**config.mk**
```make
export PLATFORM = sky130hd
export DESIGN_NAME = fcu_ctrl
export DESIGN_NICKNAME = d
export VERILOG_FILES = /design/src/hdl/fcu_pkg.sv /design/src/hdl/fcu_ctrl.sv
export SDC_FILE = /design/constraint.sdc
export NUM_CORES = 1
export LEC_CHECK = 0
export BUFFER_PORTS_ARGS = -buffer_cell sky130_fd_sc_hd__buf_4
export CAP_MARGIN = 30
export CORE_UTILIZATION = 30
export CTS_CLUSTER_DIAMETER = 60
export DETAILED_ROUTE_END_ITERATION = 8
export PLACE_DENSITY = 0.55
export SETUP_SLACK_MARGIN = 0.2
export SYNTH_ARGS = -nofsm -noshare
export SYNTH_HDL_FRONTEND = slang
export SYNTH_SLANG_ARGS = --single-unit
export TNS_END_PERCENT = 5
```
**constraint.sdc**
```tcl
create_clock -name clk -period 2.7 [get_ports clk]
set_input_delay 0.135 -clock clk [delete_from_list [all_inputs] [get_ports clk]]
set_output_delay 0.135 -clock clk [all_outputs]
set_load 0.05 [all_outputs]
```
**src/hdl/fcu_pkg.sv**
```systemverilog
// ----------------------------------------------------------------------------
// fcu_pkg
// Shared types, constants and command codes of the follow chain update block.
// ----------------------------------------------------------------------------
package fcu_pkg;

    localparam int MAX_SEGMENTS_DEF = 32;
    localparam int POS_W  = 24;
    localparam int DIR_W  = 16;
    localparam int IDX_W  = 5;
    localparam int QF     = 14;
    localparam int QUOT_W = 15;
    localparam int RADW   = 18;
    localparam int VW     = (POS_W + 1 > 18) ? POS_W + 1 : 18;
    localparam int BTW    = 19;
    localparam int CFG_W  = 16;

    typedef enum logic [2:0] {
        CFG_SEGMENT_LIMIT = 3'd0,
        CFG_START_RADIUS  = 3'd1,
        CFG_RADIUS_STEP   = 3'd2,
        CFG_FOLLOW_MODE   = 3'd3,
        CFG_BIAS_X        = 3'd4,
        CFG_BIAS_Y        = 3'd5,
        CFG_BIAS_STRENGTH = 3'd6
    } cfg_reg_t;

    localparam logic OP_PLACE = 1'b0;
    localparam logic OP_MOVE  = 1'b1;

    localparam logic STATUS_OK       = 1'b0;
    localparam logic STATUS_UNPLACED = 1'b1;

    typedef struct packed {
        logic                    opcode;
        logic signed [POS_W-1:0] head_x;
        logic signed [POS_W-1:0] head_y;
        logic signed [DIR_W-1:0] dir_x;
        logic signed [DIR_W-1:0] dir_y;
    } in_item_t;

    typedef struct packed {
        logic [IDX_W-1:0]        seg_index;
        logic signed [POS_W-1:0] seg_x;
        logic signed [POS_W-1:0] seg_y;
        logic                    status;
        logic                    last;
    } result_t;

    typedef enum logic [3:0] {
        DP_NOP,
        DP_LOAD,
        DP_ERR,
        DP_PL_HEAD,
        DP_MV_HEAD,
        DP_LOAD_R0,
        DP_DIFF,
        DP_SQ,
        DP_SUM,
        DP_ROOT_GO,
        DP_ZERO,
        DP_DIV_GO,
        DP_QUOT,
        DP_BIAS,
        DP_MUL,
        DP_ADD
    } dp_op_t;

    typedef struct packed {
        dp_op_t op;
    } dp_cmd_t;

    typedef struct packed {
        logic is_place;
        logic placed;
        logic follow;
        logic seg0_last;
        logic seg_last;
        logic root_done;
        logic root_zero;
        logic div_done;
    } dp_status_t;

    typedef enum logic [4:0] {
        ST_IDLE,
        ST_DECODE,
        ST_ERR,
        ST_P_HEAD,
        ST_M_HEAD,
        ST_M_R0,
        ST_DIFF,
        ST_SQ,
        ST_SUM,
        ST_ROOT_GO,
        ST_ROOT_WAIT,
        ST_DIV_GO,
        ST_DIV_WAIT,
        ST_BIAS,
        ST_MUL,
        ST_ADD,
        ST_RD
    } ctrl_state_t;

endpackage

```
**src/hdl/fcu_ctrl.sv**
```systemverilog
// ----------------------------------------------------------------------------
// fcu_ctrl
// Sequencer for place and move requests, one segment after the other.
// ----------------------------------------------------------------------------
module fcu_ctrl (
    input  logic                clk,
    input  logic                rst_n,
    input  logic                start,
    input  fcu_pkg::dp_status_t stat,
    output logic                busy,
    output fcu_pkg::dp_cmd_t    cmd
);

    fcu_pkg::ctrl_state_t state_reg, state_next;
    logic                 pass_reg, pass_next;
    fcu_pkg::ctrl_state_t after_norm;

    assign after_norm = (!pass_reg && stat.follow) ? fcu_pkg::ST_BIAS : fcu_pkg::ST_MUL;

    always_comb
    begin
        state_next = state_reg;
        pass_next  = pass_reg;
        unique case (state_reg)
            fcu_pkg::ST_IDLE:
                if (start)
                    state_next = fcu_pkg::ST_DECODE;
            fcu_pkg::ST_DECODE:
                if (stat.is_place)
                    state_next = fcu_pkg::ST_P_HEAD;
                else if (!stat.placed)
                    state_next = fcu_pkg::ST_ERR;
                else
                    state_next = fcu_pkg::ST_M_HEAD;
            fcu_pkg::ST_ERR:
                state_next = fcu_pkg::ST_IDLE;
            fcu_pkg::ST_P_HEAD:
                state_next = stat.seg0_last ? fcu_pkg::ST_IDLE : fcu_pkg::ST_MUL;
            fcu_pkg::ST_M_HEAD:
                state_next = stat.seg0_last ? fcu_pkg::ST_IDLE : fcu_pkg::ST_M_R0;
            fcu_pkg::ST_M_R0:
                state_next = fcu_pkg::ST_DIFF;
            fcu_pkg::ST_DIFF:
            begin
                state_next = fcu_pkg::ST_SQ;
                pass_next  = 1'b0;
            end
            fcu_pkg::ST_SQ:
                state_next = fcu_pkg::ST_SUM;
            fcu_pkg::ST_SUM:
                state_next = fcu_pkg::ST_ROOT_GO;
            fcu_pkg::ST_ROOT_GO:
                state_next = fcu_pkg::ST_ROOT_WAIT;
            fcu_pkg::ST_ROOT_WAIT:
                if (stat.root_done)
                    state_next = stat.root_zero ? after_norm : fcu_pkg::ST_DIV_GO;
            fcu_pkg::ST_DIV_GO:
                state_next = fcu_pkg::ST_DIV_WAIT;
            fcu_pkg::ST_DIV_WAIT:
                if (stat.div_done)
                    state_next = after_norm;
            fcu_pkg::ST_BIAS:
            begin
                state_next = fcu_pkg::ST_SQ;
                pass_next  = 1'b1;
            end
            fcu_pkg::ST_MUL:
                state_next = fcu_pkg::ST_ADD;
            fcu_pkg::ST_ADD:
                if (stat.seg_last)
                    state_next = fcu_pkg::ST_IDLE;
                else if (stat.is_place)
                    state_next = fcu_pkg::ST_MUL;
                else
                    state_next = fcu_pkg::ST_RD;
            fcu_pkg::ST_RD:
                state_next = fcu_pkg::ST_DIFF;
            default:
                state_next = fcu_pkg::ST_IDLE;
        endcase
    end

    always_comb
    begin
        busy   = (state_reg != fcu_pkg::ST_IDLE);
        cmd.op = fcu_pkg::DP_NOP;
        unique case (state_reg)
            fcu_pkg::ST_IDLE:      if (start) cmd.op = fcu_pkg::DP_LOAD;
            fcu_pkg::ST_ERR:       cmd.op = fcu_pkg::DP_ERR;
            fcu_pkg::ST_P_HEAD:    cmd.op = fcu_pkg::DP_PL_HEAD;
            fcu_pkg::ST_M_HEAD:    cmd.op = fcu_pkg::DP_MV_HEAD;
            fcu_pkg::ST_M_R0:      cmd.op = fcu_pkg::DP_LOAD_R0;
            fcu_pkg::ST_DIFF:      cmd.op = fcu_pkg::DP_DIFF;
            fcu_pkg::ST_SQ:        cmd.op = fcu_pkg::DP_SQ;
            fcu_pkg::ST_SUM:       cmd.op = fcu_pkg::DP_SUM;
            fcu_pkg::ST_ROOT_GO:   cmd.op = fcu_pkg::DP_ROOT_GO;
            fcu_pkg::ST_ROOT_WAIT:
                if (stat.root_done && stat.root_zero)
                    cmd.op = fcu_pkg::DP_ZERO;
            fcu_pkg::ST_DIV_GO:    cmd.op = fcu_pkg::DP_DIV_GO;
            fcu_pkg::ST_DIV_WAIT:  if (stat.div_done) cmd.op = fcu_pkg::DP_QUOT;
            fcu_pkg::ST_BIAS:      cmd.op = fcu_pkg::DP_BIAS;
            fcu_pkg::ST_MUL:       cmd.op = fcu_pkg::DP_MUL;
            fcu_pkg::ST_ADD:       cmd.op = fcu_pkg::DP_ADD;
            default:               cmd.op = fcu_pkg::DP_NOP;
        endcase
    end

    always_ff @(posedge clk or negedge rst_n)
    begin
        if (!rst_n)
        begin
            state_reg <= fcu_pkg::ST_IDLE;
            pass_reg  <= 1'b0;
        end
        else
        begin
            state_reg <= state_next;
            pass_reg  <= pass_next;
        end
    end

endmodule

```
# Word-level counts from Yosys, hierarchy flattened
# Index checks and enable logic that the tools add are counted.
classes:
  div: 0
  n_mux: 17
  n_addsub: 0
  n_reduce_logical: 9
  shift: 0
  multipliers: 0
  bitwise_logic: 0
  magnitude_cmp: 0
  eq_ne: 19
op_table:
  columns: ["operator", "count"]
  rows:
  - ["case mux 5 bit (14 select lines)", 1]
  - ["case mux 4 bit (15 select lines)", 1]
  - ["equality test 5 x 4 -> 1 bit, second input constant", 8]
  - ["two-way mux 5 bit", 5]
  - ["equality test 5 x 3 -> 1 bit, second input constant", 4]
  - ["two-way mux 3 bit", 4]
  - ["two-way mux 4 bit", 3]
  - ["equality test 5 x 2 -> 1 bit, second input constant", 2]
  - ["!= test 2 bit, second input constant", 3]
  - ["equality test 5 x 1 -> 1 bit, second input constant", 1]
  - ["equality test 5 bit, second input constant", 1]
  - ["zero test 5 bit", 1]
  - ["nonzero test 5 bit", 1]
  - ["OR reduction 2 bit", 2]
  - ["AND reduction 3 bit", 1]
  - ["logical AND 1 bit", 2]
  - ["two-way mux 2 bit", 1]
  - ["case mux 1 bit (2 select lines)", 1]
  - ["nonzero test 2 bit", 1]
  - ["zero test 1 bit", 1]
  - ["two-way mux 1 bit", 1]
totals:
  mem_count: 0
  word_cells: 47
  register_bits: 6
  romBits: 0
  output_inout_bits: 5
  latch_bits: 0
  mem_bits_rw: 0

# Longest topological paths before layout
# Gate-level depths: netlist of run 1.
depth:
  word_depth: 6
  ltp_mapped: 7
  mapped_depth_nobuf: 5

# Worst setup path before layout of run 1
# OpenSTA, ideal clock, no wires.
synth_timing:
  path_type: "flip-flop to output port"
  startpoint: "register state_reg[1]"
  endpoint: "output cmd[3] in the netlist's numbering"
  slack_ps: 465
  arrival_time_ps: 2100
  required_ps: 2565
  path_stages_with_launch: 7
  cell_sequence: "dfrtp_1 > buf_2 > clkbuf_1 > nor2_1 > a21oi_1 > nor2_1 > o21ai_0"
synth_rtl:
  columns: ["item", "line", "source"]
  rows:
  - ["start, declared", "fcu_ctrl.sv:14", "fcu_pkg::ctrl_state_t state_reg, state_next;"]
  - ["start signal, assigned", "fcu_ctrl.sv:113", "state_reg <= fcu_pkg::ST_IDLE;"]
  - ["start signal, assigned", "fcu_ctrl.sv:118", "state_reg <= state_next;"]
  - ["end, declared", "fcu_ctrl.sv:11", "output fcu_pkg::dp_cmd_t cmd"]

==> results.sh, run 1 <==
export IMPL_pwr_share_clk_pct=8.3
export IMPL_slew_limit_headroom_pct=60.4
export IMPL_synthXorXnorAreaFrac_pct=2.82
export IMPL_clkSlewWorstSetupHoldPaths_ns=0.04
export IMPL_wl_per_cell_um=12.7
export IMPL_grt_use_total_pct=16.3
export IMPL_seqPwrFrac_pct=26.5
export IMPL_synth_common_cells="a21oi_1, nand2_1, nor2_1"
export IMPL_grt_pass1_wl_um=2550
export IMPL_yosysTopAreaCellShare_pct=24.2
export IMPL_grt_pass1_vias=561
export IMPL_intPower_mw=0.416
export IMPL_critPathArrivalTime_ns=1.91
export IMPL_power_switching_mw=0.528
export IMPL_wirelength_um=1610
export IMPL_crit_path_start_kind="flip-flop"
export IMPL_synthArstFlopShare_pct=100
export IMPL_multi_input_area_um2=430
export IMPL_synth_compound_area_share_pct=31.2
export IMPL_tritoncts="built"
export IMPL_grt_start_max_net_pins=22
export IMPL_ys_warn_count=0
export IMPL_place_area_um2=731
export IMPL_syn_avg_cell_area_um2=7.05
export IMPL_run_status="complete, but fails checks"
export IMPL_ios=16
export IMPL_final_setup_viol_count=0
export IMPL_setup_ws_ns=0.659
export IMPL_yosysMostFrequentCell="a21oi_1"
export IMPL_power_mw=0.944
export IMPL_globalplace_congestion=0.866
export IMPL_synth_top_cell_by_area="dfrtp_1"
export IMPL_post_route_period_util_pct=75.6
export IMPL_drt_vias_per_instance=5.52
export IMPL_cts_hold_buf=1
export IMPL_cp_required_ns=2.57
export IMPL_diodes=0
export IMPL_synth_edf_count=0
export IMPL_swShare_pct=55.9
export IMPL_numCtsBuffers=3
export IMPL_synth_mux_area_share_pct=0
export IMPL_syn_cell_area_um2=621
export IMPL_yosys_most_used_dff="dfrtp_1"
export IMPL_clkLatencyLatePin_ns=0.24
export IMPL_vias=701
export IMPL_cts_setup_buffers=0
export IMPL_hold_viol=0
export IMPL_ys_seq_area_share_pct=24.2
export IMPL_p_comb_share_pct=65.2
export IMPL_dieHeight_um=47.5
export IMPL_endpoint_kind="primary output"
export IMPL_period_needed_ns=2.04
export IMPL_synth_nets=99
export IMPL_regArea_um2=150
export IMPL_violations="design-rule violations"
export IMPL_nNetsFinal=113
export IMPL_drt_iter0_drc=17
export IMPL_area_growth_pct=23.0
export IMPL_drc=1
export IMPL_cts_root_buf="clkbuf_4"
export IMPL_power_density_mw_per_mm2=1240
export IMPL_irDropWorstVdd_uv=462
export IMPL_die_area_mm2=0.00225
export IMPL_largest_reg_flops=5
export IMPL_holdWs_ns=0.106
export IMPL_tightest_slew_ns=0.593
export IMPL_clock_sinks=6
export IMPL_drv_slew=0
export IMPL_layout_drive_gt1_share_pct=21.0
export IMPL_antenna_found_initial=0
export IMPL_reg2reg_slack_ns=0.81
export IMPL_rsz0062_at_grt="false"
export IMPL_num_rows=16
export IMPL_hp_class="input port to flip-flop"
export IMPL_core_mm2=0.00196
export IMPL_cts_resized=0
export IMPL_pre_cts_ws_ns=0.860
export IMPL_overflow=0
export IMPL_drtAntennaViolNets=0
export IMPL_critPathKind="flip-flop to primary output"
export IMPL_stdcell_area_um2=763
export IMPL_dp_hpwl_um=1220
export IMPL_synthAdderAreaFrac_pct=0
export IMPL_drv_cap=0
export IMPL_clock_fmax_mhz=490
export IMPL_ys_seq_elements=6
export IMPL_cp_max_fo=14
export IMPL_cts_htree_levels=1
export IMPL_tns_ns=0
export IMPL_drt_pass1_iter_count=6
export IMPL_initial_utilization_pct=31.6
export IMPL_synth_top_family_by_area="simple AND/OR/NAND/NOR gates"
export IMPL_synthSimpleGateAreaFrac_pct=35.3
export IMPL_finalClockSkew_ns=0.000315
export IMPL_leakagePower_nw=0.302
export IMPL_cts_path_max_buffers=2
export IMPL_ys_types=36
export IMPL_fp_dieW_um=47.5
export IMPL_synth_cells=88
export IMPL_io_buffers=15
export IMPL_synth_area_leaders="dfrtp_1, a21oi_1, nand2b_1"
export IMPL_fill_cells=229
-- power groups by stage --
| stage | combinational [mW] | sequential (mW) | clock [mW] |
|---|---|---|---|
| floorplan | 0.560 | 0.152 | 0 |
| global route | 0.678 | 0.263 | 0.0917 |
| finish | 0.616 | 0.250 | 0.0787 |
| detailed placement | 0.611 | 0.249 | 0 |
| CTS | 0.615 | 0.247 | 0.0819 |
| global placement | 0.615 | 0.248 | 0 |
-- critical path, cell delays in order (launching register included) --
cell and delay, ns:
dfrtp_1 0.59, nand2b_1 0.24, nor2_1 0.29, nand4_1 0.20
o21ai_0 0.12, buf_4 0.22
-- cells in the final DEF, fill, tap and decap left out, drive strengths merged, types with 3 or more instances in the layout --
cell,count
buf,15
a21oi,12
nor2,9
nand2,9
o21ai,7
nand2b,6
dfrtp,6
clkbuf,3
-- metal layers --
layer / GRT usage, % / share of wire, % / up-vias
li1: - / - / 348
met1: 23.2 / 48 / 324
met2: 21.6 / 44 / 27
met3: 4.15 / 6.4 / 2
met4: 10.3 / 0.87 / 0
met5: 0 / 0 / -
-- logic make-up after synthesis --
logic type,Yosys count
buffers and inverters,8
AOI/OAI and AO/OA,31
xor gates and xnor gates,2
and+or+nand+nor,41
DFF,6
-- area by class of cell --
type	count	area share, %
clock buffer	3	2.95
tap	27	4.43
sequential	6	19.7
multi-input combinational	74	56.4
timing repair buffer	16	16.1
inverter	1	0.492
-- metrics by stage --
stage                     instances  utilization, %
after detailed placement        123            37.2
after global placement          123            37.2
after global routing            127            38.9
after floorplan                  88               -
final                           127            38.9
after CTS                       127            38.9
-- path summary, 6_finish.rpt --
kind | from | end | depth (start not counted)
max in group asynchronous | rst_n | state_reg[3] | 2
max | state_reg[3] | cmd[3] | 5
min in group asynchronous | rst_n | pass_reg | 2
min reg2reg | pass_reg | pass_reg | 2
max reg2reg | state_reg[3] | state_reg[2] | 5
min | stat[7] | state_reg[4] | 2
Note: power is estimated with default switching activity, not from simulation.
==> run 2: changes to the inputs <==
--- a/config.mk
+++ b/config.mk
@@ -5,12 +5,13 @@
 export SDC_FILE = /design/constraint.sdc
 export NUM_CORES = 1
 export LEC_CHECK = 0
+export ABC_AREA = 1
 export BUFFER_PORTS_ARGS = -buffer_cell sky130_fd_sc_hd__buf_4
 export CAP_MARGIN = 30
 export CORE_UTILIZATION = 30
 export CTS_CLUSTER_DIAMETER = 60
 export DETAILED_ROUTE_END_ITERATION = 8
-export PLACE_DENSITY = 0.55
+export PLACE_DENSITY = 0.57
 export SETUP_SLACK_MARGIN = 0.2
 export SYNTH_ARGS = -nofsm -noshare
 export SYNTH_HDL_FRONTEND = slang
==> constraint.sdc (replaced) <==
create_clock -name clk -period 1.75 [get_ports clk]
set_input_delay 0.0875 -clock clk [delete_from_list [all_inputs] [get_ports clk]]
set_output_delay 0.0875 -clock clk [all_outputs]
set_load 0.05 [all_outputs]
==> run 2 against run 1 <==
Effect of this change:
- the run now ends clean
- non-clock buffer count increased by 12
- routed wire length increased by 35%
- synthesized area increased by 4.8%
- combinational power increased by 110%
- clock skew increased by 0.00086 ns
- synthesized cell count increased by 32%
- worst hold slack got worse by 0.097 ns
- sequential power increased by 25%
- count of clock-buffer cells in the layout unchanged
- critical path type is now flip-flop to flip-flop
- largest cell class unchanged
- highest routed layer unchanged
==> results.sh, run 2 <==
export IMPL_r2r_cells=7
export IMPL_tritoncts="built"
export IMPL_p_comb_share_pct=74.9
export IMPL_core_mm2=0.00200
export IMPL_yosysMostFrequentCell="nand2_1"
export IMPL_yosysTopAreaCellShare_pct=23.1
export IMPL_synth_cells=116
export IMPL_clkLatencyLatePin_ns=0.24
export IMPL_numCtsBuffers=3
export IMPL_final_common_cell="nand2_1"
export IMPL_cts_path_max_buffers=2
export IMPL_post_route_period_util_pct=89.5
export IMPL_drc=0
export IMPL_endpoint_kind="flip-flop"
export IMPL_hold_viol=0
export IMPL_final_setup_viol_count=0
export IMPL_cp_required_ns=1.83
export IMPL_grt_pass1_wl_um=3230
export IMPL_cpPeakStageDelay_ns=0.43
export IMPL_vias=856
export IMPL_io_buffers=15
export IMPL_min_path_cells=2
export IMPL_ios=16
export IMPL_drtAntennaViolNets=0
export IMPL_synth_mux_area_share_pct=0
export IMPL_power_density_mw_per_mm2=1710
export IMPL_grt_start_max_net_pins=8
export IMPL_syn_avg_cell_area_um2=5.61
export IMPL_layout_cells_non_filler=173
export IMPL_wirelength_um=2170
export IMPL_ys_seq_area_share_pct=23.1
export IMPL_slew_limit_headroom_pct=81.3
export IMPL_synthXorXnorAreaFrac_pct=0
export IMPL_clock_sinks=6
export IMPL_dp_hpwl_um=1510
export IMPL_crit_path_start_kind="flip-flop"
export IMPL_drt_iter0_drc=13
export IMPL_nNetsFinal=159
export IMPL_yosys_most_used_dff="dfrtp_1"
export IMPL_dieHeight_um=48.6
export IMPL_die_area_mm2=0.00236
export IMPL_diodes=0
export IMPL_setup_ws_ns=0.184
export IMPL_final_cell_mix="nand2_1, buf_4, inv_1, nor2_1"
export IMPL_pre_cts_ws_ns=0.285
export IMPL_ys_seq_elements=6
export IMPL_period_needed_ns=1.57
export IMPL_clkSlewWorstSetupHoldPaths_ns=0.04
export IMPL_drt_pass1_iter_count=4
export IMPL_globalplace_congestion=0.898
export IMPL_synth_edf_count=0
export IMPL_synthSimpleGateAreaFrac_pct=53.7
export IMPL_ys_types=21
export IMPL_dp_cells=157
export IMPL_tightest_slew_ns=0.279
export IMPL_drt_vias_per_instance=4.95
export IMPL_initial_utilization_pct=32.5
export IMPL_ys_warn_count=0
export IMPL_cp_max_fo=4
export IMPL_drv_slew=0
export IMPL_crit_slowest_cell="dfrtp_2"
export IMPL_cts_htree_levels=1
export IMPL_critPathArrivalTime_ns=1.65
export IMPL_wl_per_cell_um=12.6
export IMPL_fill_cells=214
export IMPL_synth_common_cells="nand2_1, nor2_1, inv_1"
export IMPL_overflow=0
export IMPL_fp_dieW_um=48.6
export IMPL_crit_buf_inv=3
export IMPL_intPower_mw=0.760
export IMPL_holdWs_ns=0.00835
export IMPL_synth_top_family_by_area="simple AND/OR/NAND/NOR gates"
export IMPL_synth_compound_area_share_pct=11.2
export IMPL_synth_top_cell_by_area="dfrtp_1"
export IMPL_synthAdderAreaFrac_pct=0
export IMPL_synthArstFlopShare_pct=100
export IMPL_synth_area_leaders="dfrtp_1, nand2_1, nor2_1"
export IMPL_grt_pass1_vias=763
export IMPL_layout_drive_gt1_share_pct=46.6
export IMPL_crit_cells=7
export IMPL_cts_root_buf="clkbuf_4"
export IMPL_hp_class="input port to flip-flop"
export IMPL_run_status="completed"
export IMPL_critPathKind="flip-flop to flip-flop"
export IMPL_drv_cap=0
export IMPL_crit_family="simple AND/OR/NAND/NOR gates"
export IMPL_power_switching_mw=0.974
export IMPL_power_mw=1.73
export IMPL_pwr_share_clk_pct=7.1
export IMPL_seqPwrFrac_pct=18.0
export IMPL_leakagePower_nw=0.547
export IMPL_swShare_pct=56.2
export IMPL_area_growth_pct=56.0
export IMPL_antenna_found_initial=0
export IMPL_finalClockSkew_ns=0.00117
export IMPL_irDropWorstVdd_uv=817
export IMPL_grt_use_total_pct=17.9
export IMPL_crit_path_cell_trace="buf_6 > nand2_4 > clkinv_1 > nand3_2 > inv_2 > nor3_1 > nand4_1"
export IMPL_rsz0062_at_grt="true"
export IMPL_num_rows=16
export IMPL_clock_fmax_mhz=639
export IMPL_tns_ns=0
export IMPL_largest_reg_flops=5
export IMPL_synth_nets=127
export IMPL_syn_cell_area_um2=651
-- run 2: cell count changes in the layout (fill, tap and decap cells not counted), sizes merged, moves of 6 or more --
cell	change
nor2	+12
inv	+16
nand2b	-6
a21oi	-8
nand3	+11
nand2	+31
buf	+12
-- run 2: metal layers --
layer / global-route usage, % / part of all wire [%] / vias up
met5: 0 / 0 / -
met4: 7.84 / 2.3 / 0
met3: 2.52 / 5.0 / 8
met2: 28.4 / 51 / 37
met1: 24.1 / 42 / 382
li1: - / - / 429
-- run 2: metrics by stage --
step,area [um2],utilization (%)
finish,1010,50.7
floorplan,654,-
global placement,790,39.4
global route,1010,50.7
CTS,880,43.9
detailed placement,790,39.4
-- run 2: worst paths after layout --
check	from	endpoint	slack [ns]
max	state_reg[2]	state_reg[3]	0.18
min	stat[3]	state_reg[4]	0.008
max reg2reg	state_reg[2]	state_reg[3]	0.18
min reg2reg	pass_reg	pass_reg	0.56
max in group asynchronous	rst_n	state_reg[1]	1.44
min in group asynchronous	rst_n	pass_reg	0.18
-- run 2: final cells by class --
type                       count  area [um2]  area share, %
inverter                      18        72.6           7.15
clock buffer                   3        22.5           2.22
timing repair buffer          28         224           22.1
multi-input combinational     91         505           49.8
sequential                     6         156           15.4
tap                           27        33.8           3.33
-- run 2: cell families after synthesis --
family | after synthesis
AOI/OAI and AO/OA | 12
buffers and inverters | 19
DFF | 6
and+or+nand+nor | 79
-- run 2: power groups by stage --
stage / clock [mW] / sequential, mW / combinational [mW]
2_1_floorplan: 0 / 0.255 / 0.746
3_3_place_gp: 0 / 0.276 / 1.00
3_5_place_dp: 0 / 0.274 / 0.997
4_1_cts: 0.131 / 0.285 / 1.08
5_1_grt: 0.137 / 0.324 / 1.40
6_report: 0.124 / 0.312 / 1.30
-- run 2: what timing repair did --
item	in CTS	in global routing
setup endpoints to repair	2	6
resized for setup	11	25
hold buffers	1	0
pin swaps	0	8
hold endpoints to repair	6	0
buffers inserted	4	8
